`src/sv/ppb_pkg.sv`:
```
`timescale 1ns / 1ps
`default_nettype none
// ----------------------------------------------------------------------------
// Periodic phase basis package
// Shared constants, register and mode codes, and the rotation angle table.
// ----------------------------------------------------------------------------
package ppb_pkg;

    localparam int ROTATION_STAGES_DEF = 24;
    localparam int SAMPLE_WIDTH_DEF    = 32;

    localparam int CFG_INDEX_W = 8;
    localparam int CFG_DATA_W  = 32;
    localparam int RESULT_W    = 32;
    localparam int PHASE_W     = 32;
    localparam int PERIOD_W    = 32;
    localparam int CORDIC_W    = 32;
    localparam int MAG_W       = 31;
    localparam int TAN_FRAC    = 24;
    localparam int EXT_W       = 48;

    localparam logic [29:0] TURN_PER_RAD_Q32 = 30'd683565276;
    localparam logic [29:0] DEG_PER_RAD_Q24  = 30'd961263669;
    localparam logic signed [CORDIC_W-1:0] CORDIC_GAIN_Q30 = 32'sd652032874;
    localparam logic [PERIOD_W-1:0] DAY_PERIOD  = 32'd1572864;
    localparam logic [PERIOD_W-1:0] YEAR_PERIOD = 32'd23920640;

    localparam logic [2:0] MODE_SIN     = 3'd0;
    localparam logic [2:0] MODE_COS     = 3'd1;
    localparam logic [2:0] MODE_DAY     = 3'd2;
    localparam logic [2:0] MODE_YEAR    = 3'd3;
    localparam logic [2:0] MODE_TAN     = 3'd4;
    localparam logic [2:0] MODE_SINCOS  = 3'd5;
    localparam logic [2:0] MODE_RAW_COS = 3'd6;

    localparam logic [CFG_INDEX_W-1:0] REG_MODE   = 8'd0;
    localparam logic [CFG_INDEX_W-1:0] REG_PERIOD = 8'd1;
    localparam logic [CFG_INDEX_W-1:0] REG_OFFSET = 8'd2;
    localparam logic [CFG_INDEX_W-1:0] REG_SCALE  = 8'd3;

    typedef enum logic [1:0] {
        KIND_SIN    = 2'd0,
        KIND_COS    = 2'd1,
        KIND_TAN    = 2'd2,
        KIND_SINCOS = 2'd3
    } t_kind;

    function automatic logic [31:0] atan_turns(input int idx);
        logic [31:0] v;
        case (idx)
            0:  v = 32'd536870912;
            1:  v = 32'd316933406;
            2:  v = 32'd167458907;
            3:  v = 32'd85004756;
            4:  v = 32'd42667331;
            5:  v = 32'd21354465;
            6:  v = 32'd10679838;
            7:  v = 32'd5340245;
            8:  v = 32'd2670163;
            9:  v = 32'd1335087;
            10: v = 32'd667544;
            11: v = 32'd333772;
            12: v = 32'd166886;
            13: v = 32'd83443;
            14: v = 32'd41722;
            15: v = 32'd20861;
            16: v = 32'd10430;
            17: v = 32'd5215;
            18: v = 32'd2608;
            19: v = 32'd1304;
            20: v = 32'd652;
            21: v = 32'd326;
            22: v = 32'd163;
            23: v = 32'd81;
            24: v = 32'd41;
            25: v = 32'd20;
            26: v = 32'd10;
            27: v = 32'd5;
            28: v = 32'd3;
            29: v = 32'd1;
            30: v = 32'd1;
            default: v = 32'd0;
        endcase
        return v;
    endfunction

endpackage
`default_nettype wire

```
`src/sv/ppb_cordic_cell.sv`:
```
`timescale 1ns / 1ps
`default_nettype none
// ----------------------------------------------------------------------------
// Rotation cell
// One micro-rotation of the angle reduction, with a fixed shift and angle.
// ----------------------------------------------------------------------------
module ppb_cordic_cell #(
    parameter int SHIFT  = 0,
    parameter int SIDE_W = 1
) (
    input  wire                                  i_clk,
    input  wire                                  i_rst_n,
    input  wire                                  i_en,
    input  wire                                  i_valid,
    input  wire signed [ppb_pkg::CORDIC_W-1:0]   i_x,
    input  wire signed [ppb_pkg::CORDIC_W-1:0]   i_y,
    input  wire signed [ppb_pkg::CORDIC_W-1:0]   i_z,
    input  wire [SIDE_W-1:0]                     i_side,
    output logic                                 o_valid,
    output logic signed [ppb_pkg::CORDIC_W-1:0]  o_x,
    output logic signed [ppb_pkg::CORDIC_W-1:0]  o_y,
    output logic signed [ppb_pkg::CORDIC_W-1:0]  o_z,
    output logic [SIDE_W-1:0]                    o_side
);

    localparam logic signed [ppb_pkg::CORDIC_W-1:0] ATAN =
        signed'(ppb_pkg::atan_turns(SHIFT));

    logic signed [ppb_pkg::CORDIC_W-1:0] w_dx;
    logic signed [ppb_pkg::CORDIC_W-1:0] w_dy;
    logic signed [ppb_pkg::CORDIC_W-1:0] n_x;
    logic signed [ppb_pkg::CORDIC_W-1:0] n_y;
    logic signed [ppb_pkg::CORDIC_W-1:0] n_z;

    logic                                r_valid;
    logic signed [ppb_pkg::CORDIC_W-1:0] r_x;
    logic signed [ppb_pkg::CORDIC_W-1:0] r_y;
    logic signed [ppb_pkg::CORDIC_W-1:0] r_z;
    logic [SIDE_W-1:0]                   r_side;

    assign w_dx = i_y >>> SHIFT;
    assign w_dy = i_x >>> SHIFT;

    always_comb begin
        if (!i_z[ppb_pkg::CORDIC_W-1]) begin
            n_x = i_x - w_dx;
            n_y = i_y + w_dy;
            n_z = i_z - ATAN;
        end else begin
            n_x = i_x + w_dx;
            n_y = i_y - w_dy;
            n_z = i_z + ATAN;
        end
    end

    always_ff @(posedge i_clk) begin
        if (!i_rst_n) begin
            r_valid <= 1'b0;
        end else if (i_en) begin
            r_valid <= i_valid;
        end
    end

    always_ff @(posedge i_clk) begin
        if (i_en) begin
            r_x    <= n_x;
            r_y    <= n_y;
            r_z    <= n_z;
            r_side <= i_side;
        end
    end

    assign o_valid = r_valid;
    assign o_x     = r_x;
    assign o_y     = r_y;
    assign o_z     = r_z;
    assign o_side  = r_side;

endmodule
`default_nettype wire

```
`config.mk`:
```
export PLATFORM = sky130hd
export DESIGN_NAME = ppb_cordic_cell
export DESIGN_NICKNAME = d
export VERILOG_FILES = /design/src/sv/ppb_pkg.sv /design/src/sv/ppb_cordic_cell.sv
export SDC_FILE = /design/constraint.sdc
export NUM_CORES = 1
export LEC_CHECK = 0
export CAP_MARGIN = 20
export CORE_ASPECT_RATIO = 1.25
export CORE_MARGIN = 3
export CORE_UTILIZATION = 50
export DETAILED_ROUTE_END_ITERATION = 12
export DONT_BUFFER_PORTS = 1
export GPL_ROUTABILITY_DRIVEN = 0
export GPL_TIMING_DRIVEN = 0
export PLACE_DENSITY = 0.69
export SKIP_CTS_REPAIR_TIMING = 1
export SYNTH_ARGS = -nofsm -noshare
export SYNTH_HDL_FRONTEND = slang
export SYNTH_SLANG_ARGS = --single-unit
export TNS_END_PERCENT = 50
```
`constraint.sdc`:
```
create_clock -name i_clk -period 5.1 [get_ports i_clk]
set_input_delay 0.255 -clock i_clk [delete_from_list [all_inputs] [get_ports i_clk]]
set_output_delay 0.255 -clock i_clk [all_outputs]
set_load 0.02 [all_outputs]
```
==> reports/qor.yml, run 1 <==
timing:
  max_slew_margin_pct: 39.9
  skew_ns: 0
  setup_viol: 0
  finalHoldViolCount: 0
  worstMarginPinSlew_ns: 0.902
  finalMaxSlewViolations: 0
  rsz0062_at_grt: "no"
  fmax_ghz: 0.339
  final.period_utilization_pct: 57.9
  fin_crit_ns: 2.95
  fin_tns_setup_ns: 0
drt:
  vias_per_cell: 6.20
  routedWlPerCell_um: 21.5
  drcViolationCount: 0
  wl_um: 26000
  antenna_left: 0
  dr.pass1.iters: 5
  dr_total_vias: 7493
  drt_iter0_markers: 922
final_layout:
  n_fill_cell: 1499
  layout_common_cells: "a21oi_1 (122), ha_1 (102), edfxtp_1 (96)"
  design_area_um2: 9400
  post-route-util_pct: 57.1
  nNetsFinal: 1194
  mostFrequentLayoutCell: "a21oi_1"
  n_antenna_cell: 0
  area_delta_synth_final_pct: 10.4
  drive_gt1_share_pct: 6.65
clock_network:
  htree_levels: 3
  cts.reportedPaths.clkPinSlew_ns: 0.09
  clk_latency_ns: 0.34
  clock_sinks: 97
  cts_tree: "built"
  cts_root_buf: "clkbuf_16"
  clockBufferDepth: 2
  cts_buffers: 9
synthesis:
  synth_nets: 1152
  syn_area_per_cell_um2: 9.00
  ys_warn_count: 0
  async_reset_ff_share_pct: 0
  ys_seq_area_share_pct: 34.1
  synth_ff_type: "edfxtp_1"
  synth.distinct_cells: 72
  synth_edf_count: 96
  synthTopCellsByArea: "edfxtp_1 (34%), ha_1 (15%), a21oi_1 (7.2%)"
  synth.largest_area_cell: "edfxtp_1"
  syn_area_um2: 8510
  synth_seq_cells: 97
  synth_top_area_share_pct: 33.9
  netlist_instances: 946
critical_path:
  critPathKind: "in2reg"
  cp-end-kind: "register"
  worstSetupStartpointType: "input pin"
  critPathMaxFanout: 4
  crit_arrival_ns: 3.04
  crit_required_ns: 5.19
global_routing:
  grt_pass1_vias: 7222
  grt_antenna_before_repair: 0
  grt_overflow_total: 0
  grt_pass1_wl_um: 39200
  grt_start_max_net_pins: 98
  grt.total_usage_pct: 27.1
floorplan:
  initial_core_util_pct: 51.7
  io_pins: 199
  dieArea_um2: 18600
  die-height_um: 152
  die_x_um: 123
  core_um2: 16500
  floorplan.rows: 52
pwr:
  clkPwrFrac_pct: 26.1
  combPwrFrac_pct: 28.9
  p_leak_uw: 0.00388
  p_seq_share_pct: 45.0
  p_int_uw: 1680
  pwr_density_cell_nw_per_um2: 289
  vdd_drop_max_v: 0.000224
  p_switching_uw: 1040
  netSwitchingFraction_pct: 38.1
job:
  maxCapViolCount: 0
min_path:
  min_path_type: "in2reg"
placed_design:
  numPortBuffers: 0
  placed_area_um2: 8780
  dp_hpwl_um: 20100
outcome:
  status: "completed"
==> through the flow <==
step	hold slack (ns)	total power [uW]	setup WS (ns)	cells
finish	0.0159	2720	2.15	1209
global route	0.00167	2840	2.07	1209
CTS	-0.0116	2690	2.20	1178
detailed placement	0.354	1980	1.86	1162
global placement	0.354	1980	1.86	1162
floorplan	0.354	1770	2.30	946
==> path summary, 6_finish.rpt <==
check | slack (ns) | cells past startpoint | start | endpoint
min | 0.02 | 0 | i_en | o_x[28]
min reg2reg | 0.65 | 2 | o_valid | o_valid
max | 2.15 | 11 | i_x[0] | o_y[30]
max reg2reg | 4.33 | 2 | o_valid | o_valid
==> cell usage after synthesis (11+ instances only) <==
cell type  count
a211oi_1      11
a21o_1        23
a21oi_1      122
clkbuf_1      23
edfxtp_1      96
ha_1         102
inv_1         87
mux2i_1       11
nand2_1       38
nand3_1       14
nand4_1       12
nor2_1        88
nor2b_1       11
nor3_1        21
o21ai_0       46
o21ai_1       12
o21bai_1      17
xnor2_1       57
==> power groups by stage <==
| stage | Clock, uW | Sequential (uW) | Combinational (uW) |
|---|---|---|---|
| floorplan | 0 | 1220 | 555 |
| global placement | 0 | 1240 | 733 |
| detailed placement | 0 | 1240 | 737 |
| CTS | 722 | 1230 | 743 |
| global route | 752 | 1240 | 852 |
| finish | 709 | 1220 | 784 |
==> cell families after synthesis <==
family	after synthesis	synth area share [%]
buffers and inverters	140	6.56
adders and majority gates	105	15.7
xor gates and xnor gates	62	6.38
muxes	13	1.56
AOI/OAI and AO/OA	312	23.7
DFF	97	34.1
and+or+nand+nor	217	12.0
==> cell type report <==
type,count,area (um2),area share [%]
plain buffers,42,190,2.02
clock buffers,9,225,2.40
clock inverters,7,81.3,0.865
inverters,98,368,3.91
multi-input cells,709,5050,53.7
flip-flops and latches,97,2900,30.9
well taps,216,270,2.88
repair buffers,31,310,3.30
==> worst max-delay path: stages <==
cell,delay [ns]
ha_1,0.21
fa_1,0.45
nor2b_1,0.19
o311ai_2,0.36
a211oi_2,0.20
a21oi_2,0.23
nor2_1,0.13
a211o_1,0.32
a2111oi_2,0.35
o311ai_1,0.18
xnor2_1,0.16
==> sequential cells by signal (all words and copies together), names as in the netlist <==
signal	flops
o_side	1
o_z	32
o_y	32
o_valid	1
o_x	31
==> per-layer routing <==
metal | global-route usage, % | wire [um]
met1 | 31.8 | 9710
met2 | 46.7 | 13000
met3 | 6.43 | 2280
met4 | 11.6 | 1050
met5 | 0 | 0
Note: power is estimated with default switching activity, not from simulation.
==> inputs of run 2 (changes only) <==
- clock period: 5.1 -> 2.95 ns (I/O delays scaled with it)
==> reports/qor.yml, run 2 (synthesis gave the netlist of run 1 again) <==
critical_path:
  worstSetupStartpointType: "input pin"  # unchanged
  crit_arrival_ns: 2.93  # was 3.04 ns
  cp-end-kind: "register"  # unchanged
  crit_required_ns: 3.04  # was 5.19 ns
  critPathMaxFanout: 4  # unchanged
  critPathKind: "in2reg"  # unchanged
drt:
  drt_iter0_markers: 859  # was 922
  drcViolationCount: 0  # unchanged
  antenna_left: 0  # unchanged
  routedWlPerCell_um: 21.5  # about the same
  wl_um: 26000  # about the same
  vias_per_cell: 6.16  # was 6.20
  dr_total_vias: 7458  # was 7493
  dr.pass1.iters: 5  # unchanged
clock_network:
  clockBufferDepth: 2  # unchanged
  cts_root_buf: "clkbuf_16"  # unchanged
  cts_tree: "built"  # unchanged
  cts.reportedPaths.clkPinSlew_ns: 0.07  # was 0.09 ns
  clk_latency_ns: 0.34  # about the same
  clock_sinks: 97  # unchanged
  cts_buffers: 9  # unchanged
  htree_levels: 3  # unchanged
timing:
  fin_tns_setup_ns: 0  # unchanged
  skew_ns: 0  # unchanged
  final.period_utilization_pct: 96.1
  max_slew_margin_pct: 42.2  # was 39.9%
  finalMaxSlewViolations: 0  # unchanged
  fin_crit_ns: 2.84
  finalHoldViolCount: 0  # unchanged
  setup_viol: 0  # unchanged
  worstMarginPinSlew_ns: 0.868  # was 0.902 ns
  rsz0062_at_grt: "no"  # unchanged
  fmax_ghz: 0.353
outcome:
  status: "completed"  # unchanged
pwr:
  pwr_density_cell_nw_per_um2: 500  # was 289 nW/um2
  p_leak_uw: 0.00390  # was 0.00388 uW
  vdd_drop_max_v: 0.000388  # was 0.000224 V
  p_total_uw: 4720  # was 2720 uW
floorplan:
  die-height_um: 152  # unchanged
  floorplan.rows: 52  # unchanged
  core_um2: 16500  # unchanged
  dieArea_um2: 18600  # unchanged
  io_pins: 199  # unchanged
  die_x_um: 123  # unchanged
  initial_core_util_pct: 51.7  # unchanged
final_layout:
  layout_common_cells: "a21oi_1 (122), ha_1 (102), edfxtp_1 (96)"  # unchanged
  n_antenna_cell: 0  # unchanged
  post-route-util_pct: 57.3  # was 57.1%
  layout.cells.non_filler: 1211  # was 1209
  drive_gt1_share_pct: 6.73  # was 6.65%
  mostFrequentLayoutCell: "a21oi_1"  # unchanged
  nNetsFinal: 1196  # was 1194
  n_fill_cell: 1496  # was 1499
  area_delta_synth_final_pct: 10.9  # was 10.4%
global_routing:
  grt_pass1_wl_um: 39200  # unchanged
  grt_overflow_total: 0  # unchanged
  grt.total_usage_pct: 27.1  # unchanged
  grt_pass1_vias: 7222  # unchanged
  grt_antenna_before_repair: 0  # unchanged
  grt_start_max_net_pins: 98  # unchanged
placed_design:
  numPortBuffers: 0  # unchanged
  dp.cells: 1162  # unchanged
  dp_hpwl_um: 20100  # unchanged
min_path:
  min_path_type: "in2reg"  # unchanged
job:
  maxCapViolCount: 0  # unchanged
==> run 2: cell count changes in the layout (fill, tap and decap cells not counted), sizes merged <==
| cell | change |
|---|---|
| buf | +1 |
| dlygate4sd3 | +1 |
==> run 2: power by group <==
part / total, uW / leakage [uW] / internal, uW / switching [uW]
clock network: 1220 / 0.000150 / 606 / 616
logic: 1380 / 0.00280 / 517 / 864
registers: 2120 / 0.000948 / 1790 / 329
==> run 2: final timing paths <==
path	startpoint	end	slack [ns]	depth (start not counted)
setup / recovery	i_x[0]	o_y[30]	0.11	11
hold / removal	i_valid	o_valid	0.02	2
setup reg to reg	o_valid	o_valid	2.16	2
hold reg to reg	o_valid	o_valid	0.65	2
==> run 2: final cells by class <==
type,count,area [um2],share of cell area [%]
flip-flops and latches,97,2900,30.8
repair buffers,33,348,3.69
inverters,98,368,3.90
well taps,216,270,2.86
plain buffers,42,190,2.02
clock buffers,9,225,2.39
clock inverters,7,81.3,0.862
multi-input cells,709,5050,53.5
==> run 2: worst max-delay path: stages <==
cell and delay [ns]:
ha_1 0.21, fa_1 0.45, nor2b_1 0.19, o311ai_2 0.36, a211oi_2 0.20, a21oi_2 0.23, nor2_1 0.13, a211o_1 0.32
a2111oi_2 0.35, o311ai_1 0.18, xnor2_1 0.16
==> run 2: metal layers <==
layer	wire length [um]	GRT usage (%)	part of all wire (%)	up-vias
met1	9700	31.8	37	3435
met5	0	0	0	-
li1	-	-	-	3478
met2	12900	46.7	50	453
met4	1090	11.6	4.2	0
met3	2320	6.43	8.9	92
==> run 2: per-stage QoR <==
step | setup WS [ns] | area (um2) | hold WS, ns
5_1_grt | 0.0323 | 9440 | 0.0351
3_3_place_gp | -0.184 | 8780 | 0.246
3_5_place_dp | -0.186 | 8780 | 0.246
6_report | 0.115 | 9440 | 0.0243
2_1_floorplan | 0.253 | 8510 | 0.246
4_1_cts | 0.160 | 9090 | -0.119
