[src/sv/ppb_div_cell.sv]
`timescale 1ns / 1ps
`default_nettype none
// ----------------------------------------------------------------------------
// Restoring divider cell
// One quotient bit per cell: shift the next dividend bit into the remainder,
// subtract the divisor when it fits, and shift the quotient bit in.
// ----------------------------------------------------------------------------
module ppb_div_cell #(
    parameter int NUM_W  = 32,
    parameter int DIV_W  = 32,
    parameter int SIDE_W = 1
) (
    input  wire              i_clk,
    input  wire              i_rst_n,
    input  wire              i_en,
    input  wire              i_valid,
    input  wire [NUM_W-1:0]  i_num,
    input  wire [DIV_W-1:0]  i_rem,
    input  wire [DIV_W-1:0]  i_div,
    input  wire [SIDE_W-1:0] i_side,
    output logic             o_valid,
    output logic [NUM_W-1:0] o_num,
    output logic [DIV_W-1:0] o_rem,
    output logic [DIV_W-1:0] o_div,
    output logic [SIDE_W-1:0] o_side
);

    logic [DIV_W:0]   w_trial;
    logic [DIV_W:0]   w_diff;
    logic             w_take;
    logic [NUM_W-1:0] n_num;
    logic [DIV_W-1:0] n_rem;

    logic             r_valid;
    logic [NUM_W-1:0] r_num;
    logic [DIV_W-1:0] r_rem;
    logic [DIV_W-1:0] r_div;
    logic [SIDE_W-1:0] r_side;

    assign w_trial = {i_rem, i_num[NUM_W-1]};
    assign w_diff  = w_trial - {1'b0, i_div};
    assign w_take  = (w_trial >= {1'b0, i_div});
    assign n_rem   = w_take ? w_diff[DIV_W-1:0] : w_trial[DIV_W-1:0];
    assign n_num   = {i_num[NUM_W-2:0], w_take};

    always_ff @(posedge i_clk) begin
        if (!i_rst_n) begin
            r_valid <= 1'b0;
        end else if (i_en) begin
            r_valid <= i_valid;
        end
    end

    always_ff @(posedge i_clk) begin
        if (i_en) begin
            r_num  <= n_num;
            r_rem  <= n_rem;
            r_div  <= i_div;
            r_side <= i_side;
        end
    end

    assign o_valid = r_valid;
    assign o_num   = r_num;
    assign o_rem   = r_rem;
    assign o_div   = r_div;
    assign o_side  = r_side;

endmodule
`default_nettype wire

[config.mk]
export PLATFORM = sky130hd
export DESIGN_NAME = ppb_div_cell
export DESIGN_NICKNAME = d
export VERILOG_FILES = /design/src/sv/ppb_div_cell.sv
export SDC_FILE = /design/constraint.sdc
export NUM_CORES = 1
export LEC_CHECK = 0
export ABC_AREA = 1
export BUFFER_PORTS_ARGS = -buffer_cell sky130_fd_sc_hd__buf_2
export CAP_MARGIN = 20
export CORE_UTILIZATION = 23
export CTS_BUF_LIST = sky130_fd_sc_hd__clkbuf_16
export DETAILED_ROUTE_END_ITERATION = 12
export MAX_ROUTING_LAYER = met4
export SYNTH_ARGS = -nofsm -noshare
export SYNTH_HDL_FRONTEND = slang
export SYNTH_SLANG_ARGS = --single-unit
[constraint.sdc]
create_clock -name i_clk -period 5.1 [get_ports i_clk]
set_clock_uncertainty 0.15 [all_clocks]
set_input_delay 1.275 -clock i_clk [delete_from_list [all_inputs] [get_ports i_clk]]
set_output_delay 1.275 -clock i_clk [all_outputs]
set_load 0.03 [all_outputs]
==> results of run 1 <==
through the flow:
step / cells / hold WS [ns]
6_report: 1290 / 0.399
5_1_grt: 1290 / 0.450
4_1_cts: 1290 / 0.408
3_5_place_dp: 1274 / 0.388
3_3_place_gp: 1274 / 0.368
2_1_floorplan: 748 / 0.505
kinds of logic after synthesis:
logic type	Yosys count	synth area share (%)
and+or+nand+nor	415	30.1
buffers and inverters	161	10.7
DFF	98	48.0
adders and majority gates	33	6.88
AOI/OAI and AO/OA	27	2.29
xor gates and xnor gates	14	2.01
area by class of cell:
class                   instances  area [um^2]  share of cell area [%]
well taps                     335          419                    5.39
clock inverters                 7         95.1                    1.22
clock buffers                   9          225                    2.90
repair buffers                201         1020                    13.1
multi-input cells             489         2520                    32.4
flip-flops and latches         98         2930                    37.7
inverters                     151          567                    7.29
per-layer routing:
| layer | wire, um | global-route usage, % | vias to the layer above |
|---|---|---|---|
| li1 | - | - | 2762 |
| met1 | 8850 | 18.3 | 2311 |
| met2 | 8500 | 22.9 | 132 |
| met3 | 896 | 2.54 | 12 |
| met4 | 165 | 3.38 | 0 |
| met5 | 0 | - | - |
power groups by stage:
stage	sequential [mW]	combinational (mW)	clock, mW
floorplan	1.20	0.290	0
global placement	1.02	0.678	0
detailed placement	1.02	0.685	0
CTS	1.01	0.687	0.783
global route	1.01	0.757	0.803
finish	1.00	0.679	0.756
Yosys cell counts (all sizes together):
| library cell | instances | area (um^2) |
|---|---|---|
| nand2 | 279 | 1080 |
| inv | 151 | 567 |
| edfxtp | 97 | 2910 |
| nand3 | 67 | 390 |
| nor2 | 38 | 158 |
| ha | 32 | 400 |
| a21oi | 22 | 110 |
| xor2 | 13 | 114 |
| nand3b | 11 | 82.6 |
| buf | 10 | 86.3 |
| nor3 | 9 | 60.1 |
| and2 | 8 | 50.1 |
| nand4 | 3 | 18.8 |
| o21ai | 3 | 15.0 |
| a21o | 2 | 15.0 |
| dfxtp | 1 | 20.0 |
| fa | 1 | 20.0 |
| xnor2 | 1 | 8.76 |
flip-flops by register name, summed over array words and instances (netlist names):
signal and cells:
o_div 32, o_num 32, o_rem 32, o_side 1, o_valid 1
cell usage in the layout (no fill, tap or decap):
master / n
sky130_fd_sc_hd__bufinv_16: 1
sky130_fd_sc_hd__nor2_4: 1
sky130_fd_sc_hd__fa_1: 1
sky130_fd_sc_hd__nor3_2: 3
sky130_fd_sc_hd__clkinv_4: 1
sky130_fd_sc_hd__xor2_1: 13
sky130_fd_sc_hd__dfxtp_1: 1
sky130_fd_sc_hd__nand2_4: 1
sky130_fd_sc_hd__nor2_2: 3
sky130_fd_sc_hd__and2_1: 8
sky130_fd_sc_hd__edfxtp_1: 97
sky130_fd_sc_hd__nand4_1: 3
sky130_fd_sc_hd__buf_2: 197
sky130_fd_sc_hd__nand3b_1: 11
sky130_fd_sc_hd__a21oi_1: 22
sky130_fd_sc_hd__o21ai_0: 3
sky130_fd_sc_hd__nand2_1: 274
sky130_fd_sc_hd__a21o_1: 2
sky130_fd_sc_hd__nor2_1: 34
sky130_fd_sc_hd__nand3_1: 56
sky130_fd_sc_hd__clkinv_8: 1
sky130_fd_sc_hd__ha_1: 32
sky130_fd_sc_hd__nand3_2: 11
sky130_fd_sc_hd__buf_4: 4
sky130_fd_sc_hd__inv_8: 2
sky130_fd_sc_hd__xnor2_1: 1
sky130_fd_sc_hd__clkbuf_16: 9
sky130_fd_sc_hd__inv_1: 151
sky130_fd_sc_hd__nand2_8: 1
sky130_fd_sc_hd__nor3_1: 6
sky130_fd_sc_hd__nand2_2: 3
sky130_fd_sc_hd__inv_6: 2
critical path: cells and delay by family:
family                   cells  cell delay, ns
AND/OR/NAND/NOR              7            1.27
AO/OA/AOI/OAI                2            0.23
adder cells (fa/ha/maj)      1            0.32
buffers and inverters        3            0.18
worst paths after layout:
kind              slack, ns  cells past startpoint       end
setup / recovery       1.76                     13  o_rem[0]
hold / removal         0.40                      2   o_valid
setup reg to reg       4.30                      2   o_valid
hold reg to reg        0.40                      2   o_valid
==> results.cfg, run 1 <==
[outcome]
status = complete, no violations

[synth]
yosys.cell_types.count = 27
mapped_nets = 882
yosysWarnings = 0
seq_area_frac_synth_pct = 48.0
synth_seq_cells = 98
syn-mean-instance-area_um2 = 8.16
netlist_area_um2 = 6110
post_synth_inst_count = 748

[worst_setup_path]
critical_path.cell_chain = buf_2, inv_1, ha_1, nand2_1, inv_1, nand2_1, nand2_1, a21oi_1, nand2_1, nor2_4, nand2_8, nand2_1, o21ai_0
cp_max_fo = 35
worstSetupStartpoint = i_div[28]
worst_ep_required_time_ns = 5.05
worstSetupEndpointType = register
reg2reg_from = o_valid
critical_path_class = in2reg
setup.worst_path.start_class = primary input
critical_path_cell_with_the_highest_stage_delay = sky130_fd_sc_hd__nor2_4
cp_data_arrival_time_ns = 3.29
cell_type_with_the_highest_occurrence_count_on_the_critical_path = sky130_fd_sc_hd__nand2_1
crit_path_max_incr_delay_ns = 0.47

[place]
detailed_place_hpwl_mm = 14.7
area_of_placed_instances_um2 = 7460
io_buffers = 198
dpl_worst_slack_ns = 1.33
routabilityCongestion = 0.862

[sta]
finalSetupTns_ns = 0
finalMaxSlewViolations = 0
postLayoutSetupSlackWorst_ns = 1.76
final.min_clock_period_ns = 3.34
hold_vio_cnt_final = 0
setup_repair_after_global_routing_missed_its_margin = no
worst_pin_slew_ns = 0.588
fmax_ghz = 0.300
slew_headroom_pct = 60.7
post-route-period-util_pct = 65.4
setup_violations = 0

[final_layout]
antennaDiodeCount = 0
final_util_pct = 29.8
post_layout_net_count = 1084
area_growth_syn_to_layout_pct = 27.3
fillerInstances = 2864
drive_above_1_share_pct = 25.1
design_area_um2 = 7780

[pwr]
power_switching_share_pct = 34.9
share_of_total_power_in_sequential_cells_pct = 41.2
internal_power_mw = 1.59
total_power_mw = 2.44
irDropWorstVdd_uv = 120
switchingPower_mw = 0.852
leakagePower_nw = 4.06
power_per_cell_area_nw_per_um2 = 314
power.combinational.fraction_pct = 27.8
power.clock.fraction_pct = 31.0

[clock_network]
post_cts_buffers = 0
cts-buffers-inserted = 9
insertion_delay_ns = 0.36
cts-htree-levels = 3
holdBufCountCts = 0
postCtsResizedCells = 0
cts-root-buf = sky130_fd_sc_hd__clkbuf_16
clock_sink_count = 98
ctsLongestPathBuffers = 2
tritoncts_clock_tree = done
register_clock_pin_slew_on_the_reported_worst_setup_and_hold_paths_ns = 0.08

[grt]
grt_start_max_net_pins = 38
grt_util_all_layers_pct = 14.2
first_pass_grt_wire_length_mm = 27.8
grt_pass1_vias = 5143
initial_antenna_violation_count = 0
gr-total-overflow = 0

[routing]
post-route-drc-count = 0
route.final.wire_length_mm = 18.4
firstDrtPassIters = 5
total_number_of_vias = 5217
wl_per_cell_um = 14.3
route.antenna.remaining_nets = 0
drt-initial-drc-count = 323
routed_via_density = 4.04

[floorplan]
floorplan_core_area_um2 = 26100
number_of_placement_rows = 59
fp.dieH_um = 165
start_util_pct = 23.4
die_x_um = 165
ios = 199
die_area_um2 = 27200

[hold_path]
hold_class = reg2reg
holdCritStartpoint = o_valid

[flow_run]
max_cap_viols = 0
Power figures use the tool's default switching activity.
==> run 2: changes to the inputs <==
Settings changed: ABC_AREA 1 to 0.
Clock period 5.1 ns to 2.95 ns, I/O delays scaled along.
==> run 2 against run 1 <==
Compared with the run above:
- the run now ends with setup timing left
- utilization up 7.8 points
- sequential power increased by 74%
- synthesized cell count down 41%
- power up 80%
- hold slack got worse by 0.011 ns
- critical path type unchanged
- largest cell class unchanged
==> results.cfg, run 2 <==
[outcome]
status = complete, but fails checks
violations = setup timing

[pwr]
switchingPower_mw = 1.46
share_of_total_power_in_sequential_cells_pct = 39.7
power.clock.fraction_pct = 27.1
total_power_mw = 4.39
power.combinational.fraction_pct = 33.2
irDropWorstVdd_uv = 236
leakagePower_nw = 3.66
power_per_cell_area_nw_per_um2 = 533
internal_power_mw = 2.93
power_switching_share_pct = 33.2

[final_layout]
fillerInstances = 2224
leading_cell_type_in_the_layout_fill_and_taps_excluded = sky130_fd_sc_hd__buf_2
drive_above_1_share_pct = 54.0
post_layout_net_count = 885
seq_area_um2 = 2930
multi_input_comb_area_um2 = 2380
area_growth_syn_to_layout_pct = 59.8
layout_common_cells = sky130_fd_sc_hd__buf_2 (180), sky130_fd_sc_hd__buf_4 (102), sky130_fd_sc_hd__edfxtp_1 (97), sky130_fd_sc_hd__a21oi_1 (31), sky130_fd_sc_hd__inv_1 (29)

[sta]
slew_headroom_pct = 61.0
worst_pin_slew_ns = 0.585
hold_vio_cnt_final = 0
finalMaxSlewViolations = 0
setup_repair_after_global_routing_missed_its_margin = yes
post-route-period-util_pct = 113
postLayoutSetupSlackWorst_ns = -0.375
setup_violations = 33
final.min_clock_period_ns = 3.33
fmax_ghz = 0.301

[synth]
synth.most_common_cell = sky130_fd_sc_hd__edfxtp_1
yosysTopAreaCellShare_pct = 56.5
yosys.cell_types.count = 48
netlist.top_cell.by_area = sky130_fd_sc_hd__edfxtp_1
post_synth_inst_count = 443
synth_common_cells = sky130_fd_sc_hd__edfxtp_1 (97), sky130_fd_sc_hd__a21oi_1 (54), sky130_fd_sc_hd__inv_1 (38)
syn-mean-instance-area_um2 = 11.6
area_contributors_post_synth = sky130_fd_sc_hd__edfxtp_1 (56%), sky130_fd_sc_hd__ha_1 (7.8%), sky130_fd_sc_hd__a21oi_1 (5.2%)
seq_area_frac_synth_pct = 56.9
yosysWarnings = 0
synth_seq_cells = 98
synth_edf_count = 97
netlist_area_um2 = 5160
synth_async_sr_flop_share_pct = 0
mapped_nets = 577
synth_top_flop_cell = sky130_fd_sc_hd__edfxtp_1

[worst_setup_path]
crit_path_max_incr_delay_ns = 0.56
cp_data_arrival_time_ns = 3.28
critical-path-top-delay-family = compound AO/OA/AOI/OAI gates
worst_ep_required_time_ns = 2.91
critical_path.cell_chain = buf_12, inv_12, ha_4, nand4_1, or4_4, a21oi_4, nor3_4, a211oi_2, o21ai_2, o31ai_4, buf_6, buf_8, mux2_4
cp_max_fo = 5
critical_path_cell_with_the_highest_stage_delay = sky130_fd_sc_hd__or4_4
critical_path_class = in2reg
worstSetupEndpointType = register
crit_buf_inv = 4
setup.worst_path.start_class = primary input

[routing]
post-route-drc-count = 0
route.antenna.remaining_nets = 0
routed_via_density = 4.30
firstDrtPassIters = 4
route.final.wire_length_mm = 15.8
total_number_of_vias = 4454
wl_per_cell_um = 15.2
drt-initial-drc-count = 208

[floorplan]
die_area_um2 = 23000
fp.dieH_um = 152
number_of_placement_rows = 54
die_x_um = 152
ios = 199
start_util_pct = 23.6
floorplan_core_area_um2 = 21900

[clock_network]
holdBufCountCts = 0
tritoncts_clock_tree = done
cts-buffers-inserted = 9
cts-htree-levels = 3
register_clock_pin_slew_on_the_reported_worst_setup_and_hold_paths_ns = 0.08
clock_sink_count = 98
cts-root-buf = sky130_fd_sc_hd__clkbuf_16
ctsLongestPathBuffers = 2
insertion_delay_ns = 0.36

[grt]
grt_start_max_net_pins = 99
initial_antenna_violation_count = 1
grt_util_all_layers_pct = 13.9
gr-total-overflow = 0
grt_pass1_vias = 4498
first_pass_grt_wire_length_mm = 23.5

[place]
detailed_place_hpwl_mm = 11.8
dpl_worst_slack_ns = -0.878
io_buffers = 198
routabilityCongestion = 0.815

[flow_run]
max_cap_viols = 0

[hold_path]
hold_class = reg2reg
## run 2: cell count changes in the layout (fill, tap and decap cells not counted), sizes merged, moves of 15 or more
cell	delta
xnor2	+15
nand2	-252
buf	+112
a21oi	+32
inv	-113
nand3	-59
## run 2: final cells by class
class,instances,share of cell area [%]
well taps,280,4.25
repair buffers,314,25.9
multi-input cells,290,28.8
inverters,38,1.94
clock buffers,9,2.73
diodes,1,0.0304
flip-flops and latches,98,35.6
clock inverters,7,0.744
## run 2: routing by layer
metal,GRT usage [%],part of all wire [%],vias to the layer above
met5,-,0,-
met4,4.31,1.4,0
met3,3.29,6.2,12
met2,22.8,48,123
met1,16.9,45,2072
li1,-,-,2247
## run 2: kinds of logic (layout without fill, tap and decap cells)
group,after synthesis,in the layout,share of synthesized area [%]
multiplexers,13,13,2.77
AO/OA/AOI/OAI,118,118,14.3
buffers and inverters,55,368,4.44
adder cells (fa/ha/maj),33,33,8.15
XOR/XNOR,27,27,4.59
flip-flops,98,98,56.9
AND/OR/NAND/NOR,99,99,8.91
other,0,1,0
## run 2: worst register-to-register path, delay by kind of cell, from the launching register on
kind / cells / cell delay, ns
simple gates: 1 / 0.06
flops: 1 / 0.31
mux: 1 / 0.13
## run 2: final timing paths
kind / endpoint / cells after the start / from / slack (ns)
hold reg to reg: o_valid / 2 / o_valid / 0.39
hold / removal: o_valid / 2 / o_valid / 0.39
setup reg to reg: o_valid / 2 / o_valid / 2.20
setup / recovery: o_rem[26] / 13 / i_div[7] / -0.38
## run 2: per-stage QoR
| stage | TNS [ns] | area, um^2 | hold WS (ns) | utilization (%) | cells |
|---|---|---|---|---|---|
| after CTS | -7.28 | 8000 | 0.381 | 36.5 | 1029 |
| final | -10.0 | 8240 | 0.389 | 37.6 | 1037 |
| after floorplan | -16.54 | 5340 | 0.490 | - | 443 |
| after global placement | -22.22 | 7250 | 0.342 | 33.1 | 996 |
| after global routing | -13.06 | 8240 | 0.387 | 37.6 | 1037 |
| after detailed placement | -23.36 | 7250 | 0.373 | 33.1 | 996 |
## run 2: repair_timing
item,CTS,global route
pin swaps,12,18
setup buffers,14,5
setup endpoints to repair,33,33
gates resized for setup,79,45
cloned,3,2
## run 2: power groups by stage
stage	Sequential, mW	Combinational (mW)	Clock (mW)
after floorplan	2.08	0.469	0
after global placement	1.77	1.27	0
after detailed placement	1.78	1.28	0
after CTS	1.75	1.40	1.24
after global routing	1.76	1.58	1.26
final	1.74	1.46	1.19
